<file path="config.mk">
export PLATFORM = sky130hd
export DESIGN_NAME = cell_voltage_statistics_unit_flat
export DESIGN_NICKNAME = d
export VERILOG_FILES = /design/src/cvs_pkg.sv /design/src/cvs_stream_if.sv /design/src/cell_voltage_statistics_unit.sv /design/src/flat_wrapper.sv
export SDC_FILE = /design/constraint.sdc
export NUM_CORES = 1
export LEC_CHECK = 0
export BUFFER_PORTS_ARGS = -buffer_cell sky130_fd_sc_hd__buf_2
export CAP_MARGIN = 10
export CORE_MARGIN = 2
export CORE_UTILIZATION = 30
export CTS_CLUSTER_DIAMETER = 120
export DETAILED_ROUTE_END_ITERATION = 8
export MAX_ROUTING_LAYER = met4
export PLACE_DENSITY = 0.47
export SLEW_MARGIN = 0
export SYNTH_ARGS = -nofsm -noshare
export SYNTH_HDL_FRONTEND = slang
export SYNTH_SLANG_ARGS = --single-unit
</file>
<file path="constraint.sdc">
create_clock -name i_clk -period 6.25 [get_ports i_clk]
set_input_delay 0 -clock i_clk [delete_from_list [all_inputs] [get_ports i_clk]]
set_output_delay 0 -clock i_clk [all_outputs]
set_load 0.05 [all_outputs]
</file>
<file path="src/cvs_pkg.sv">
// Shared types, constants and helpers for the cell voltage statistics unit.
// No dependencies; every other file refers to it by scoped names.
package cvs_pkg;

    localparam int CodeW       = 16;
    localparam int IdxW        = 8;
    localparam int SumW        = 24;
    localparam int CfgIdxW     = 1;
    localparam int CellCountDefault = 16;

    localparam logic [IdxW-1:0]  NoIndex      = 8'hFF;
    localparam logic [CodeW-1:0] CodeMax      = 16'hFFFF;
    localparam logic [CodeW-1:0] LowBoundRst  = 16'd5000;
    localparam logic [CodeW-1:0] HighBoundRst = 16'd50000;

    // code / 10 == (code * 52429) >> 19 for every 16-bit code
    localparam logic [16:0] MvRecip = 17'd52429;
    localparam int          MvShift = 19;

    typedef enum logic [CfgIdxW-1:0] {
        CfgLowBound  = 1'b0,
        CfgHighBound = 1'b1
    } t_cfg_idx;

    // Truncated millivolts from a 100 uV code.
    function automatic logic [CodeW-1:0] code_to_mv(input logic [CodeW-1:0] code);
        logic [32:0] prod;
        prod = {17'b0, code} * {16'b0, MvRecip};
        return CodeW'(prod >> MvShift);
    endfunction

endpackage

</file>
<file path="src/cvs_stream_if.sv">
// Handshake interfaces for the input word, the result word and the config writes.
// Depends on cvs_pkg for field widths.
interface cvs_in_if;
    logic                      valid;
    logic                      ready;
    logic [cvs_pkg::CodeW-1:0] cell_code;
    modport source (output valid, output cell_code, input ready);
    modport sink   (input valid, input cell_code, output ready);
endinterface

interface cvs_out_if;
    logic                      valid;
    logic                      ready;
    logic [cvs_pkg::CodeW-1:0] min_voltage;
    logic [cvs_pkg::CodeW-1:0] max_voltage;
    logic [cvs_pkg::IdxW-1:0]  min_cell;
    logic [cvs_pkg::IdxW-1:0]  max_cell;
    logic [cvs_pkg::CodeW-1:0] pack_millivolts;
    logic                      invalid_seen;
    logic [cvs_pkg::IdxW-1:0]  invalid_cell;
    modport source (output valid, output min_voltage, output max_voltage, output min_cell,
                    output max_cell, output pack_millivolts, output invalid_seen,
                    output invalid_cell, input ready);
    modport sink   (input valid, input min_voltage, input max_voltage, input min_cell,
                    input max_cell, input pack_millivolts, input invalid_seen,
                    input invalid_cell, output ready);
endinterface

interface cvs_cfg_if;
    logic                        valid;
    logic                        ready;
    logic [cvs_pkg::CfgIdxW-1:0] index;
    logic [cvs_pkg::CodeW-1:0]   data;
    modport source (output valid, output index, output data, input ready);
    modport sink   (input valid, input index, input data, output ready);
endinterface

</file>
<file path="src/cell_voltage_statistics_unit.sv">
// Cell voltage statistics: running min/max with first index, invalid tracking, mV pack sum.
// Depends on cvs_pkg and the interfaces in cvs_stream_if.sv.
// Order: an accepted word is held in the input stage, then folded into the statistics; for the last
//   cell of a pack the result register is loaded in the same update that clears the statistics.
// Throughput: one cell word per cycle; only an untaken result stalls the last cell.
// Reset: synchronous, active low; bounds return to 5000 and 50000, statistics clear.
module cell_voltage_statistics_unit #(
    parameter int CELL_COUNT = cvs_pkg::CellCountDefault
) (
    input  logic         i_clk,
    input  logic         i_rst_n,
    cvs_in_if.sink       i_in,
    cvs_cfg_if.sink      i_cfg,
    cvs_out_if.source    o_out
);

    localparam logic [cvs_pkg::IdxW:0] LastPos = (cvs_pkg::IdxW+1)'(CELL_COUNT);

    // Config registers
    logic [cvs_pkg::CodeW-1:0] r_low, r_high;

    // Input stage: code plus its millivolt value, worked out on capture
    logic                      r_s1_valid;
    logic [cvs_pkg::CodeW-1:0] r_s1_code;
    logic [cvs_pkg::CodeW-1:0] r_s1_mv;

    // Running statistics
    logic [cvs_pkg::IdxW-1:0]  r_pos;
    logic [cvs_pkg::CodeW-1:0] r_min, r_max;
    logic [cvs_pkg::IdxW-1:0]  r_min_idx, r_max_idx;
    logic [cvs_pkg::SumW-1:0]  r_sum;
    logic                      r_inv_flag;
    logic [cvs_pkg::IdxW-1:0]  r_inv_idx;
    logic                      r_any;

    // Result register
    logic                      r_out_valid;
    logic [cvs_pkg::CodeW-1:0] r_out_min, r_out_max, r_out_mv;
    logic [cvs_pkg::IdxW-1:0]  r_out_min_idx, r_out_max_idx, r_out_inv_idx;
    logic                      r_out_inv;

    // Next values of the statistics with the staged word folded in
    logic                      n_any, n_inv_flag;
    logic [cvs_pkg::CodeW-1:0] n_min, n_max;
    logic [cvs_pkg::IdxW-1:0]  n_min_idx, n_max_idx, n_inv_idx;
    logic [cvs_pkg::SumW-1:0]  n_sum;

    logic in_window, s1_last, out_free, s1_adv, in_take;

    // Config writes are always taken
    assign i_cfg.ready = 1'b1;

    always_ff @(posedge i_clk) begin
        if (!i_rst_n) begin
            r_low  <= cvs_pkg::LowBoundRst;
            r_high <= cvs_pkg::HighBoundRst;
        end else if (i_cfg.valid) begin
            case (cvs_pkg::t_cfg_idx'(i_cfg.index))
                cvs_pkg::CfgLowBound:  r_low  <= i_cfg.data;
                cvs_pkg::CfgHighBound: r_high <= i_cfg.data;
                default: ;
            endcase
        end
    end

    // Handshake: the last cell of a pack waits only while an unread result blocks it
    assign s1_last  = ({1'b0, r_pos} + 9'd1) >= LastPos;
    assign out_free = !r_out_valid || o_out.ready;
    assign s1_adv   = r_s1_valid && (!s1_last || out_free);
    assign i_in.ready = !r_s1_valid || s1_adv;
    assign in_take  = i_in.valid && i_in.ready;

    always_ff @(posedge i_clk) begin
        if (!i_rst_n) begin
            r_s1_valid <= 1'b0;
        end else if (in_take) begin
            r_s1_valid <= 1'b1;
        end else if (s1_adv) begin
            r_s1_valid <= 1'b0;
        end
    end

    always_ff @(posedge i_clk) begin
        if (in_take) begin
            r_s1_code <= i_in.cell_code;
            r_s1_mv   <= cvs_pkg::code_to_mv(i_in.cell_code);
        end
    end

    // Window check and extrema update; ties keep the earlier index
    always_comb begin
        in_window  = (r_s1_code > r_low) && (r_s1_code < r_high);
        n_any      = r_any | in_window;
        n_sum      = r_sum;
        n_min      = r_min;
        n_min_idx  = r_min_idx;
        n_max      = r_max;
        n_max_idx  = r_max_idx;
        n_inv_flag = r_inv_flag;
        n_inv_idx  = r_inv_idx;
        if (in_window) begin
            n_sum = r_sum + cvs_pkg::SumW'(r_s1_mv);
            if (r_s1_code > r_max) begin
                n_max     = r_s1_code;
                n_max_idx = r_pos;
            end
            if (r_s1_code < r_min) begin
                n_min     = r_s1_code;
                n_min_idx = r_pos;
            end
        end else begin
            n_inv_flag = 1'b1;
            n_inv_idx  = r_pos;
        end
    end

    // Statistics: advance on each word, clear after the last cell of a pack
    always_ff @(posedge i_clk) begin
        if (!i_rst_n || (s1_adv && s1_last)) begin
            r_pos      <= '0;
            r_min      <= cvs_pkg::CodeMax;
            r_max      <= '0;
            r_min_idx  <= cvs_pkg::NoIndex;
            r_max_idx  <= cvs_pkg::NoIndex;
            r_sum      <= '0;
            r_inv_flag <= 1'b0;
            r_inv_idx  <= cvs_pkg::NoIndex;
            r_any      <= 1'b0;
        end else if (s1_adv) begin
            r_pos      <= r_pos + 8'd1;
            r_min      <= n_min;
            r_max      <= n_max;
            r_min_idx  <= n_min_idx;
            r_max_idx  <= n_max_idx;
            r_sum      <= n_sum;
            r_inv_flag <= n_inv_flag;
            r_inv_idx  <= n_inv_idx;
            r_any      <= n_any;
        end
    end

    // Result register: hold until taken
    always_ff @(posedge i_clk) begin
        if (!i_rst_n) begin
            r_out_valid <= 1'b0;
        end else if (s1_adv && s1_last) begin
            r_out_valid <= 1'b1;
        end else if (o_out.ready) begin
            r_out_valid <= 1'b0;
        end
    end

    always_ff @(posedge i_clk) begin
        if (s1_adv && s1_last) begin
            r_out_inv     <= n_inv_flag;
            r_out_inv_idx <= n_inv_idx;
            if (n_any) begin
                r_out_min     <= n_min;
                r_out_max     <= n_max;
                r_out_min_idx <= n_min_idx;
                r_out_max_idx <= n_max_idx;
                // saturate the reported sum at 16 bits
                r_out_mv      <= (|n_sum[cvs_pkg::SumW-1:cvs_pkg::CodeW]) ?
                                 cvs_pkg::CodeMax : n_sum[cvs_pkg::CodeW-1:0];
            end else begin
                r_out_min     <= '0;
                r_out_max     <= '0;
                r_out_min_idx <= cvs_pkg::NoIndex;
                r_out_max_idx <= cvs_pkg::NoIndex;
                r_out_mv      <= '0;
            end
        end
    end

    assign o_out.valid           = r_out_valid;
    assign o_out.min_voltage     = r_out_min;
    assign o_out.max_voltage     = r_out_max;
    assign o_out.min_cell        = r_out_min_idx;
    assign o_out.max_cell        = r_out_max_idx;
    assign o_out.pack_millivolts = r_out_mv;
    assign o_out.invalid_seen    = r_out_inv;
    assign o_out.invalid_cell    = r_out_inv_idx;

    // The cell counter never passes the last cell
    a_pos_range: assert property (@(posedge i_clk) disable iff (!i_rst_n)
        ({1'b0, r_pos} < LastPos))
        else $error("cell position beyond pack size");

    // A result clears the statistics on the next edge
    a_clear_after_result: assert property (@(posedge i_clk) disable iff (!i_rst_n)
        (s1_adv && s1_last) |=> (r_pos == '0 && !r_any && !r_inv_flag))
        else $error("statistics not cleared after result");

    // Min and max indices are both present or both absent
    a_idx_pair: assert property (@(posedge i_clk) disable iff (!i_rst_n)
        r_out_valid |-> ((r_out_min_idx == cvs_pkg::NoIndex) ==
                         (r_out_max_idx == cvs_pkg::NoIndex)))
        else $error("min and max indices disagree");

    // Reported minimum never exceeds reported maximum
    a_min_le_max: assert property (@(posedge i_clk) disable iff (!i_rst_n)
        r_out_valid |-> (r_out_min <= r_out_max))
        else $error("min above max");

    // A blocked result holds the last cell in the input stage
    a_last_holds: assert property (@(posedge i_clk) disable iff (!i_rst_n)
        (r_s1_valid && s1_last && r_out_valid && !o_out.ready) |=> r_s1_valid)
        else $error("last cell dropped while result blocked");

endmodule
</file>
<file path="src/flat_wrapper.sv">
// flat-port wrapper written by rule: the top's interface ports become plain ports
module cell_voltage_statistics_unit_flat 
#(
    parameter int CELL_COUNT = cvs_pkg::CellCountDefault
)
  (i_clk, i_rst_n, i_in_valid, i_in_cell_code, i_in_ready, i_cfg_valid, i_cfg_index, i_cfg_data, i_cfg_ready, o_out_valid, o_out_min_voltage, o_out_max_voltage, o_out_min_cell, o_out_max_cell, o_out_pack_millivolts, o_out_invalid_seen, o_out_invalid_cell, o_out_ready);
  cvs_in_if i_in_i ();
  cvs_cfg_if i_cfg_i ();
  cvs_out_if o_out_i ();
  input  logic i_clk;
  input  logic i_rst_n;
  input wire logic [$bits(i_in_i.valid)-1:0] i_in_valid;
  input wire logic [$bits(i_in_i.cell_code)-1:0] i_in_cell_code;
  output wire logic [$bits(i_in_i.ready)-1:0] i_in_ready;
  input wire logic [$bits(i_cfg_i.valid)-1:0] i_cfg_valid;
  input wire logic [$bits(i_cfg_i.index)-1:0] i_cfg_index;
  input wire logic [$bits(i_cfg_i.data)-1:0] i_cfg_data;
  output wire logic [$bits(i_cfg_i.ready)-1:0] i_cfg_ready;
  output wire logic [$bits(o_out_i.valid)-1:0] o_out_valid;
  output wire logic [$bits(o_out_i.min_voltage)-1:0] o_out_min_voltage;
  output wire logic [$bits(o_out_i.max_voltage)-1:0] o_out_max_voltage;
  output wire logic [$bits(o_out_i.min_cell)-1:0] o_out_min_cell;
  output wire logic [$bits(o_out_i.max_cell)-1:0] o_out_max_cell;
  output wire logic [$bits(o_out_i.pack_millivolts)-1:0] o_out_pack_millivolts;
  output wire logic [$bits(o_out_i.invalid_seen)-1:0] o_out_invalid_seen;
  output wire logic [$bits(o_out_i.invalid_cell)-1:0] o_out_invalid_cell;
  input wire logic [$bits(o_out_i.ready)-1:0] o_out_ready;
  assign i_in_i.valid = i_in_valid;
  assign i_in_i.cell_code = i_in_cell_code;
  assign i_in_ready = i_in_i.ready;
  assign i_cfg_i.valid = i_cfg_valid;
  assign i_cfg_i.index = i_cfg_index;
  assign i_cfg_i.data = i_cfg_data;
  assign i_cfg_ready = i_cfg_i.ready;
  assign o_out_valid = o_out_i.valid;
  assign o_out_min_voltage = o_out_i.min_voltage;
  assign o_out_max_voltage = o_out_i.max_voltage;
  assign o_out_min_cell = o_out_i.min_cell;
  assign o_out_max_cell = o_out_i.max_cell;
  assign o_out_pack_millivolts = o_out_i.pack_millivolts;
  assign o_out_invalid_seen = o_out_i.invalid_seen;
  assign o_out_invalid_cell = o_out_i.invalid_cell;
  assign o_out_i.ready = o_out_ready;
  cell_voltage_statistics_unit #(.CELL_COUNT(CELL_COUNT)) u_core (.i_clk(i_clk), .i_rst_n(i_rst_n), .i_in(i_in_i), .i_cfg(i_cfg_i), .o_out(o_out_i));
endmodule
</file>
==> impl_results.md, run 1 <==
- Worst-path cell with the longest stage delay: dlygate4sd3_1
- Final WS setup: approximately 0.33 ns
- Syn Std Cell Area: about 0.016 sq mm
- CP startpoint: i_in_cell_code[7]
- Post-CTS Resized: 0
- Final cell utilization of the core: about 36%
- Setup TNS: 0 ns
- Routed Antenna Nets: 0
- GRT Total Usage: around 16%
- DP Cell Count: between 2k and 2.5k
- Worst vdd ir: approximately 0.00025 V
- Die area: approximately 0.054 sq mm
- DIE WIDTH: around 230 um
- Post-Syn Area per Cell: ~9.5 sq um
- Max-Cap Viols: 0
- Clk pin slew, worst setup/hold paths: 0.06 ns
- CTS Sinks: between 200 and 250
- Max Slew Vio Count: 0
- Cell Area, Placed: around 0.017 sq mm
- Routed WL per cell: roughly 16 um
- Vias in the first global route: 11.44k
- Reg2reg start: u_core.r_s1_code[14]$_DFFE_PP_
- Outcome: complete, no violations
- Height of the die: roughly 230 um
- Slew @ Worst Pin: ~1.2 ns
- Worst-path fanout max: 6
- DP HPWL: just over 30000 um
- Storage element area: roughly 0.0055 sq mm
- Share of the yosys chip area belonging to registers: between 30% and 40%
- Cell mode on critical path: fa_1
- Hold Path Class: primary input to flop
- Share of layout cells above drive strength 1: 10.73%
- Critical path startpoint category: primary input
- Initial drt markers: ~630
- Yosys reg bits: around 230
- Area growth syn-to-layout: 17.91%
- Crit Reg-Reg Endpoint: u_core.o_out.pack_millivolts[11]$_SDFFCE_PN0P_
- Initial Util: a little under a third
- Number of iterations in the first detailed-routing pass: 5
- R2R cell count: 10
- Vias per std cell: ~4.6
- Worst-Skew Late Latency: ~0.55 ns
- Tmin final: roughly 5.9 ns
- Via count: ~11k
- CP max stage delay: 0.54 ns
- DRC: 0
- WP data arrival: 6.21 ns
- RSZ-0062 raised after global routing: no
- Detailed Route WL: 40660 um
- Period utilization: 94.75%
- Leak Pwr: ~8.4 nW
- CP Class: primary input to flop
- Crit path to: u_core.r_s1_mv[12]$_DFFE_PP_
- Global-route wire length before repair: about 64000 um
- Endpoints failing setup: 0
- Yosys warns: 0
- Data required time of the worst path: between 6 and 7 ns
- Pwr Total: between 6 and 7 mW
- Distinct cells, synth: 64
- Synthesized instance count: around 1.6k
- Final Cell Area: 0.01832 sq mm
- CTS tree: built
- FMAX: approximately 170 MHz
- Clk_skew: between 0.015 and 0.02 ns
- Largest buffer count on any clock path: 3
- Final hold slack: between 0.04 and 0.05 ns
- IO Pins: between 100 and 150
- R2R Setup Slk: roughly 1.8 ns
- EDFF count, synth: about 100
- Pwr per Cell Area: approximately 360 mW/mm^2
- Cell Count, Final, Fillers Out: 2470
- Largest net degree at the start of global routing: 38
- GRT overflow: 0
- # nets final: 2093
- Final hold violation count: 0
- Core area: ~0.05 sq mm
- Post-synth ARST share: 0%
- Place WS: just over 0.2 ns
- Root Buffer: clkbuf_16
- GPL Wtd Cong: between 0.8 and 0.9
- I/O Buffers: 112
- Ys flop type: dfxtp_1
- CP cell instances: dlygate4sd3_1 -> buf_2 -> ha_1 -> inv_1 -> fa_1 -> inv_1 -> fa_1 -> fa_1 -> fa_1 -> inv_1 -> fa_1 -> inv_1 -> ha_1 -> a21o_1 -> a221o_1 -> a21o_1 -> a221o_1 -> o41ai_4 -> nor2_1 -> a2111oi_2 -> xnor2_1
- Slew HR: approximately 22%
- FILL cells: between 5k and 6k
- Syn nets: roughly 2.0k
- Antenna violations before repair: 1
- Multi-input logic area: 0.008796 sq mm
- CTS buffer count: 28
- Row cnt: 83
- H-tree depth: 1
- CP endpoint kind: flop
report_power, final:
group,switching [mW],internal (mW)
registers,0.0912,1.77
clock network,0.660,1.18
logic,1.67,1.24
total,2.42,4.19
metal layers:
layer	share of wire (%)	track usage [%]
met2	46	24.99
met1	49	21.41
met3	3.6	1.845
met4	1.5	3.265
met5	0	-
critical path: cells and delay by family:
| family | cells | cell delay, ns |
|---|---|---|
| xor gates and xnor gates | 1 | 0.10 |
| adders and majority gates | 7 | 3.24 |
| buffers and inverters | 6 | 0.97 |
| AOI/OAI and AO/OA | 6 | 1.81 |
| and+or+nand+nor | 1 | 0.10 |
cell usage after synthesis (8+ instances only):
library cell,n,share of area [%]
inv_1,255,6.2
nand2_1,232,5.6
ha_1,208,17
dfxtp_1,124,16
edfxtp_1,102,20
nor2_1,97,2.3
fa_1,80,10
a21oi_1,75,2.4
mux2i_1,51,3.3
clkbuf_1,46,1.1
nand3_1,36,1.2
o211ai_1,30,1.4
a21boi_0,26,1.3
nand4_1,26,1.0
xor2_1,26,1.5
o21ai_0,24,0.77
xnor2_1,22,1.2
a21o_1,20,0.97
o21a_1,13,0.63
buf_2,11,0.35
nand2b_1,11,0.44
nor3_1,11,0.35
and3_1,9,0.36
a211oi_1,8,0.39
o311a_1,8,0.52
cell type report:
type / instances / share of cell area, %
Clock buffer: 33 / 4.098
Inverter: 255 / 5.225
Clock inverter: 19 / 1.633
Multi-Input combinational cell: 1084 / 48.02
Sequential cell: 226 / 30.27
Tap cell: 680 / 4.645
Timing Repair Buffer: 172 / 6.093
Antenna cell: 1 / 0.01366
timing repair:
| item | CTS | global route |
|---|---|---|
| endpoints found under the setup margin | 0 | 1 |
| hold endpoints to repair | 50 | 0 |
| hold buffers | 42 | 0 |
| buffers inserted | 0 | 1 |
sequential cells by signal, indices dropped and copies added, names as in the netlist, 16 cells and up:
| register | cells |
|---|---|
| u_core.r_low | 16 |
| u_core.r_s1_code | 16 |
| u_core.r_sum | 24 |
| u_core.o_out.pack_millivolts | 16 |
| u_core.r_min | 16 |
| u_core.o_out.min_voltage | 16 |
| u_core.o_out.max_voltage | 16 |
| u_core.r_max | 16 |
| u_core.r_high | 16 |
cell families (layout without fill, tap and decap cells):
family	after synthesis	after routing	synth area share, %
AND/OR/NAND/NOR	451	451	12.55
buffers and inverters	317	479	7.869
adder cells (fa/ha/maj)	288	288	27.06
AO/OA/AOI/OAI	245	245	10.81
flip-flops	226	226	35.70
multiplexers	51	51	3.286
XOR/XNOR	48	48	2.706
other	1	2	0.02414
cells in the final DEF, fill, tap and decap left out, types with 51 or more instances in the layout:
cell / count
nor2_1: 96
edfxtp_1: 102
nand2_1: 231
fa_1: 80
mux2i_1: 51
ha_1: 208
dfxtp_1: 124
buf_2: 112
inv_1: 254
a21oi_1: 74
worst min-delay path by stage:
stage | startpoint | end | slack (ns) | cells after the start
6_report | i_rst_n | u_core.r_low[3]$_SDFFE_PN1P_ | 0.05 | 2
5_1_grt | i_rst_n | u_core.r_high[15]$_SDFFE_PN1P_ | 0.06 | 2
4_1_cts | i_rst_n | u_core.r_low[3]$_SDFFE_PN1P_ | 0.02 | 2
3_5_place_dp | i_cfg_data[7] | u_core.r_low[7]$_SDFFE_PN1P_ | 0.25 | 3
3_3_place_gp | i_cfg_data[7] | u_core.r_low[7]$_SDFFE_PN1P_ | 0.25 | 3
2_1_floorplan | i_in_cell_code[0] | u_core.r_s1_code[0]$_DFFE_PP_ | 0.1 | 0
Power figures use the tool's default switching activity.
==> run 2: changes to the inputs <==
--- a/config.mk
+++ b/config.mk
@@ -7,12 +7,14 @@
 export LEC_CHECK = 0
 export BUFFER_PORTS_ARGS = -buffer_cell sky130_fd_sc_hd__buf_2
 export CAP_MARGIN = 10
+export CELL_PAD_IN_SITES_DETAIL_PLACEMENT = 1
+export CELL_PAD_IN_SITES_GLOBAL_PLACEMENT = 2
 export CORE_MARGIN = 2
 export CORE_UTILIZATION = 30
 export CTS_CLUSTER_DIAMETER = 120
 export DETAILED_ROUTE_END_ITERATION = 8
 export MAX_ROUTING_LAYER = met4
-export PLACE_DENSITY = 0.47
+export PLACE_DENSITY = 0.67
 export SLEW_MARGIN = 0
 export SYNTH_ARGS = -nofsm -noshare
 export SYNTH_HDL_FRONTEND = slang
==> run 2 against run 1 <==
Combinational power increased by 3%. Largest cell class unchanged. Clock-buffer cell count up 3. Design area down 0.82%. Worst hold slack gained 0.069 ns.
==> impl_results.md, run 2 (same netlist as run 1, synthesis figures left out) <==
- Outcome: complete, no violations
- Worst-path cell with the longest stage delay: fa_1
- Row cnt: 83 (unchanged)
- Period utilization: 94.87% (+0.12 points)
- Final hold violation count: 0 (unchanged)
- Routed WL per cell: 17.49 um (+6.2%)
- Endpoints failing setup: 0 (unchanged)
- Slew HR: 22.51% (+0.14 points)
- Via count: 11.60k (+1.4%)
- I/O Buffers: 112 (unchanged)
- DRC: 0 (unchanged)
- CTS tree: built
- Clk_skew: 0.008113 ns (-0.01083 ns)
- FILL cells: 5926 (+12%)
- Clk pin slew, worst setup/hold paths: 0.06 ns (about the same)
- CP Class: primary input to flop
- Worst Hold Depth: 5 (+3)
- Cell mode on critical path: fa_1
- Largest net degree at the start of global routing: 47 (+24%)
- Crit Reg-Reg Endpoint: u_core.o_out.pack_millivolts[11]$_SDFFCE_PN0P_
- Worst-Skew Late Latency: 0.55 ns (about the same)
- Slew @ Worst Pin: 1.162 ns (+0.001897 ns)
- Detailed Route WL: 43100 um (+6.0%)
- Max FFs per register: 24 (unchanged)
- Final Cell Area: 0.01817 sq mm (-0.82%)
- # nets final: 2089 (-0.19%)
- Critical path startpoint category: primary input
- GPL Wtd Cong: 0.8889 (+1.8%)
- GRT Total Usage: 16.66% (+1.0 points)
- R2R Setup Slk: 2.01 ns (+0.26 ns)
- Share of layout cells above drive strength 1: 10.66% (-0.076 points)
- R2R cell count: 11 (+1)
- Final WS setup: 0.3207 ns (-0.007562 ns)
- Initial drt markers: 479 (-24%)
- Root Buffer: clkbuf_16
- Setup TNS: 0 ns (unchanged)
- Commonest non-fill, non-tap cell in the layout: inv_1
- Final cell utilization of the core: 35.41% (-0.29 points)
- Antenna violations before repair: 1 (unchanged)
- Height of the die: 231.6 um (unchanged)
- Max-Cap Viols: 0 (unchanged)
- H-tree depth: 1 (unchanged)
- Storage element area: 0.005545 sq mm (unchanged)
- DIE WIDTH: 231.6 um (unchanged)
- Tmin final: 5.929 ns (+0.007562 ns)
- Die area: 0.05362 sq mm (unchanged)
- Vias in the first global route: 12.22k (+6.8%)
- CP endpoint kind: flop
- WP data arrival: 6.22 ns (about the same)
- Area growth syn-to-layout: 16.95%
- Leak Pwr: 8.364 nW (-0.75%)
- Core area: 0.05130 sq mm (unchanged)
- Largest reg by FF count: u_core.r_sum
- Initial Util: 30.28% (unchanged)
- Routed Antenna Nets: 0 (unchanged)
- Global-route wire length before repair: 68090 um (+5.9%)
- Multi-input logic area: 0.008793 sq mm (about the same)
- Max Slew Vio Count: 0 (unchanged)
- Min-Delay Endpoint: u_core.r_low[4]$_SDFFE_PN0P_
- IO Pins: 114 (unchanged)
- CTS buffer count: 26 (-7.1%)
- Post-CTS Resized: 0 (unchanged)
- Number of iterations in the first detailed-routing pass: 5 (unchanged)
- Largest buffer count on any clock path: 3 (unchanged)
- Hold path startpoint: i_cfg_valid
- Commonest cells after routing, fill and taps aside: inv_1, nand2_1, ha_1
- Place WS: 0.1403 ns (-0.06563 ns)
- Final hold slack: 0.1177 ns (+0.06878 ns)
- Data required time of the worst path: 6.55 ns (about the same)
- Hold Path Class: primary input to flop
- CTS Sinks: 226 (unchanged)
- CP cell instances: dlygate4sd3_1 -> buf_2 -> ha_1 -> inv_1 -> fa_1 -> inv_1 -> fa_1 -> fa_1 -> fa_1 -> inv_1 -> fa_1 -> inv_1 -> ha_1 -> and3_1 -> a221o_1 -> a21o_1 -> a221o_1 -> o41ai_4 -> nor2_1 -> a2111oi_2 -> xnor2_1
- Worst-path fanout max: 6 (unchanged)
- Cell Area, Placed: 0.01685 sq mm (about the same)
- Vias per std cell: 4.709 (+1.6%)
- Pwr per Cell Area: 358.7 mW/mm^2 (-0.64%)
- Reg2reg start: u_core.r_s1_code[5]$_DFFE_PP_
- DP HPWL: 33120 um (+7.5%)
- FMAX: 168.7 MHz (-0.13%)
- GRT overflow: 0 (unchanged)
- Worst vdd ir: 0.0001966 V (-22%)
- CP max stage delay: 0.55 ns (about the same)
[run 2: cell count changes in the layout (fill, tap and decap cells not counted), moves of 3 or more]
cell / before / now
dlygate4sd3_1: 42 / 37
buf_4: 18 / 21
clkinv_1: 5 / 2
bufinv_16: 8 / 4
clkbuf_1: 3 / 6
[run 2: what timing repair did]
action / 4_1_cts / 5_1_grt
buffers inserted: 0 / 1
hold buffers: 37 / 0
hold endpoints to repair: 50 / 0
setup endpoints to repair: 0 / 1
[run 2: where the power goes]
group | leakage (nW) | internal, mW | total, mW | switching [mW]
sequential | 1.95 | 1.77 | 1.85 | 0.0875
combinational | 5.96 | 1.27 | 3.00 | 1.73
clock | 0.451 | 1.02 | 1.66 | 0.643
total | 8.36 | 4.06 | 6.52 | 2.46
[run 2: critical path: cells and delay by family]
kind	cells	cell delay, ns
adder cells (fa/ha/maj)	7	3.28
AO/OA/AOI/OAI	5	1.59
buffers and inverters	6	0.96
AND/OR/NAND/NOR	2	0.31
XOR/XNOR	1	0.10
[run 2: worst max path at each step]
stage                            from                            to  slack [ns]  depth (start not counted)
detailed placement  i_in_cell_code[8]  u_core.r_s1_mv[12]$_DFFE_PP_        0.14                         20
global placement    i_in_cell_code[7]  u_core.r_s1_mv[12]$_DFFE_PP_        0.21                         20
global route        i_in_cell_code[7]  u_core.r_s1_mv[12]$_DFFE_PP_      -0.004                         21
floorplan           i_in_cell_code[6]  u_core.r_s1_mv[12]$_DFFE_PP_        0.65                         19
CTS                 i_in_cell_code[8]  u_core.r_s1_mv[12]$_DFFE_PP_        0.19                         21
finish              i_in_cell_code[8]  u_core.r_s1_mv[12]$_DFFE_PP_        0.32                         21
[run 2: area by class of cell]
class	count	area share, %
Antenna cell	1	0.01377
Sequential cell	226	30.52
Inverter	255	5.269
Clock inverter	12	0.9229
Multi-Input combinational cell	1084	48.40
Timing Repair Buffer	170	5.992
Clock buffer	36	4.194
Tap cell	680	4.683
[run 2: routing by layer]
metal	global-route usage [%]	vias to the layer above	wire length (um)
li1	-	5729	-
met1	21.24	5699	20150
met2	28.71	134	21090
met5	-	-	0
met3	1.624	41	1166
met4	3.466	0	685
[run 2: metrics by stage]
step	std cells	power, mW
3_3_place_gp	2376	4.836
5_1_grt	2464	7.098
3_5_place_dp	2376	4.925
2_1_floorplan	1627	4.057
6_report	2464	6.516
4_1_cts	2461	6.649
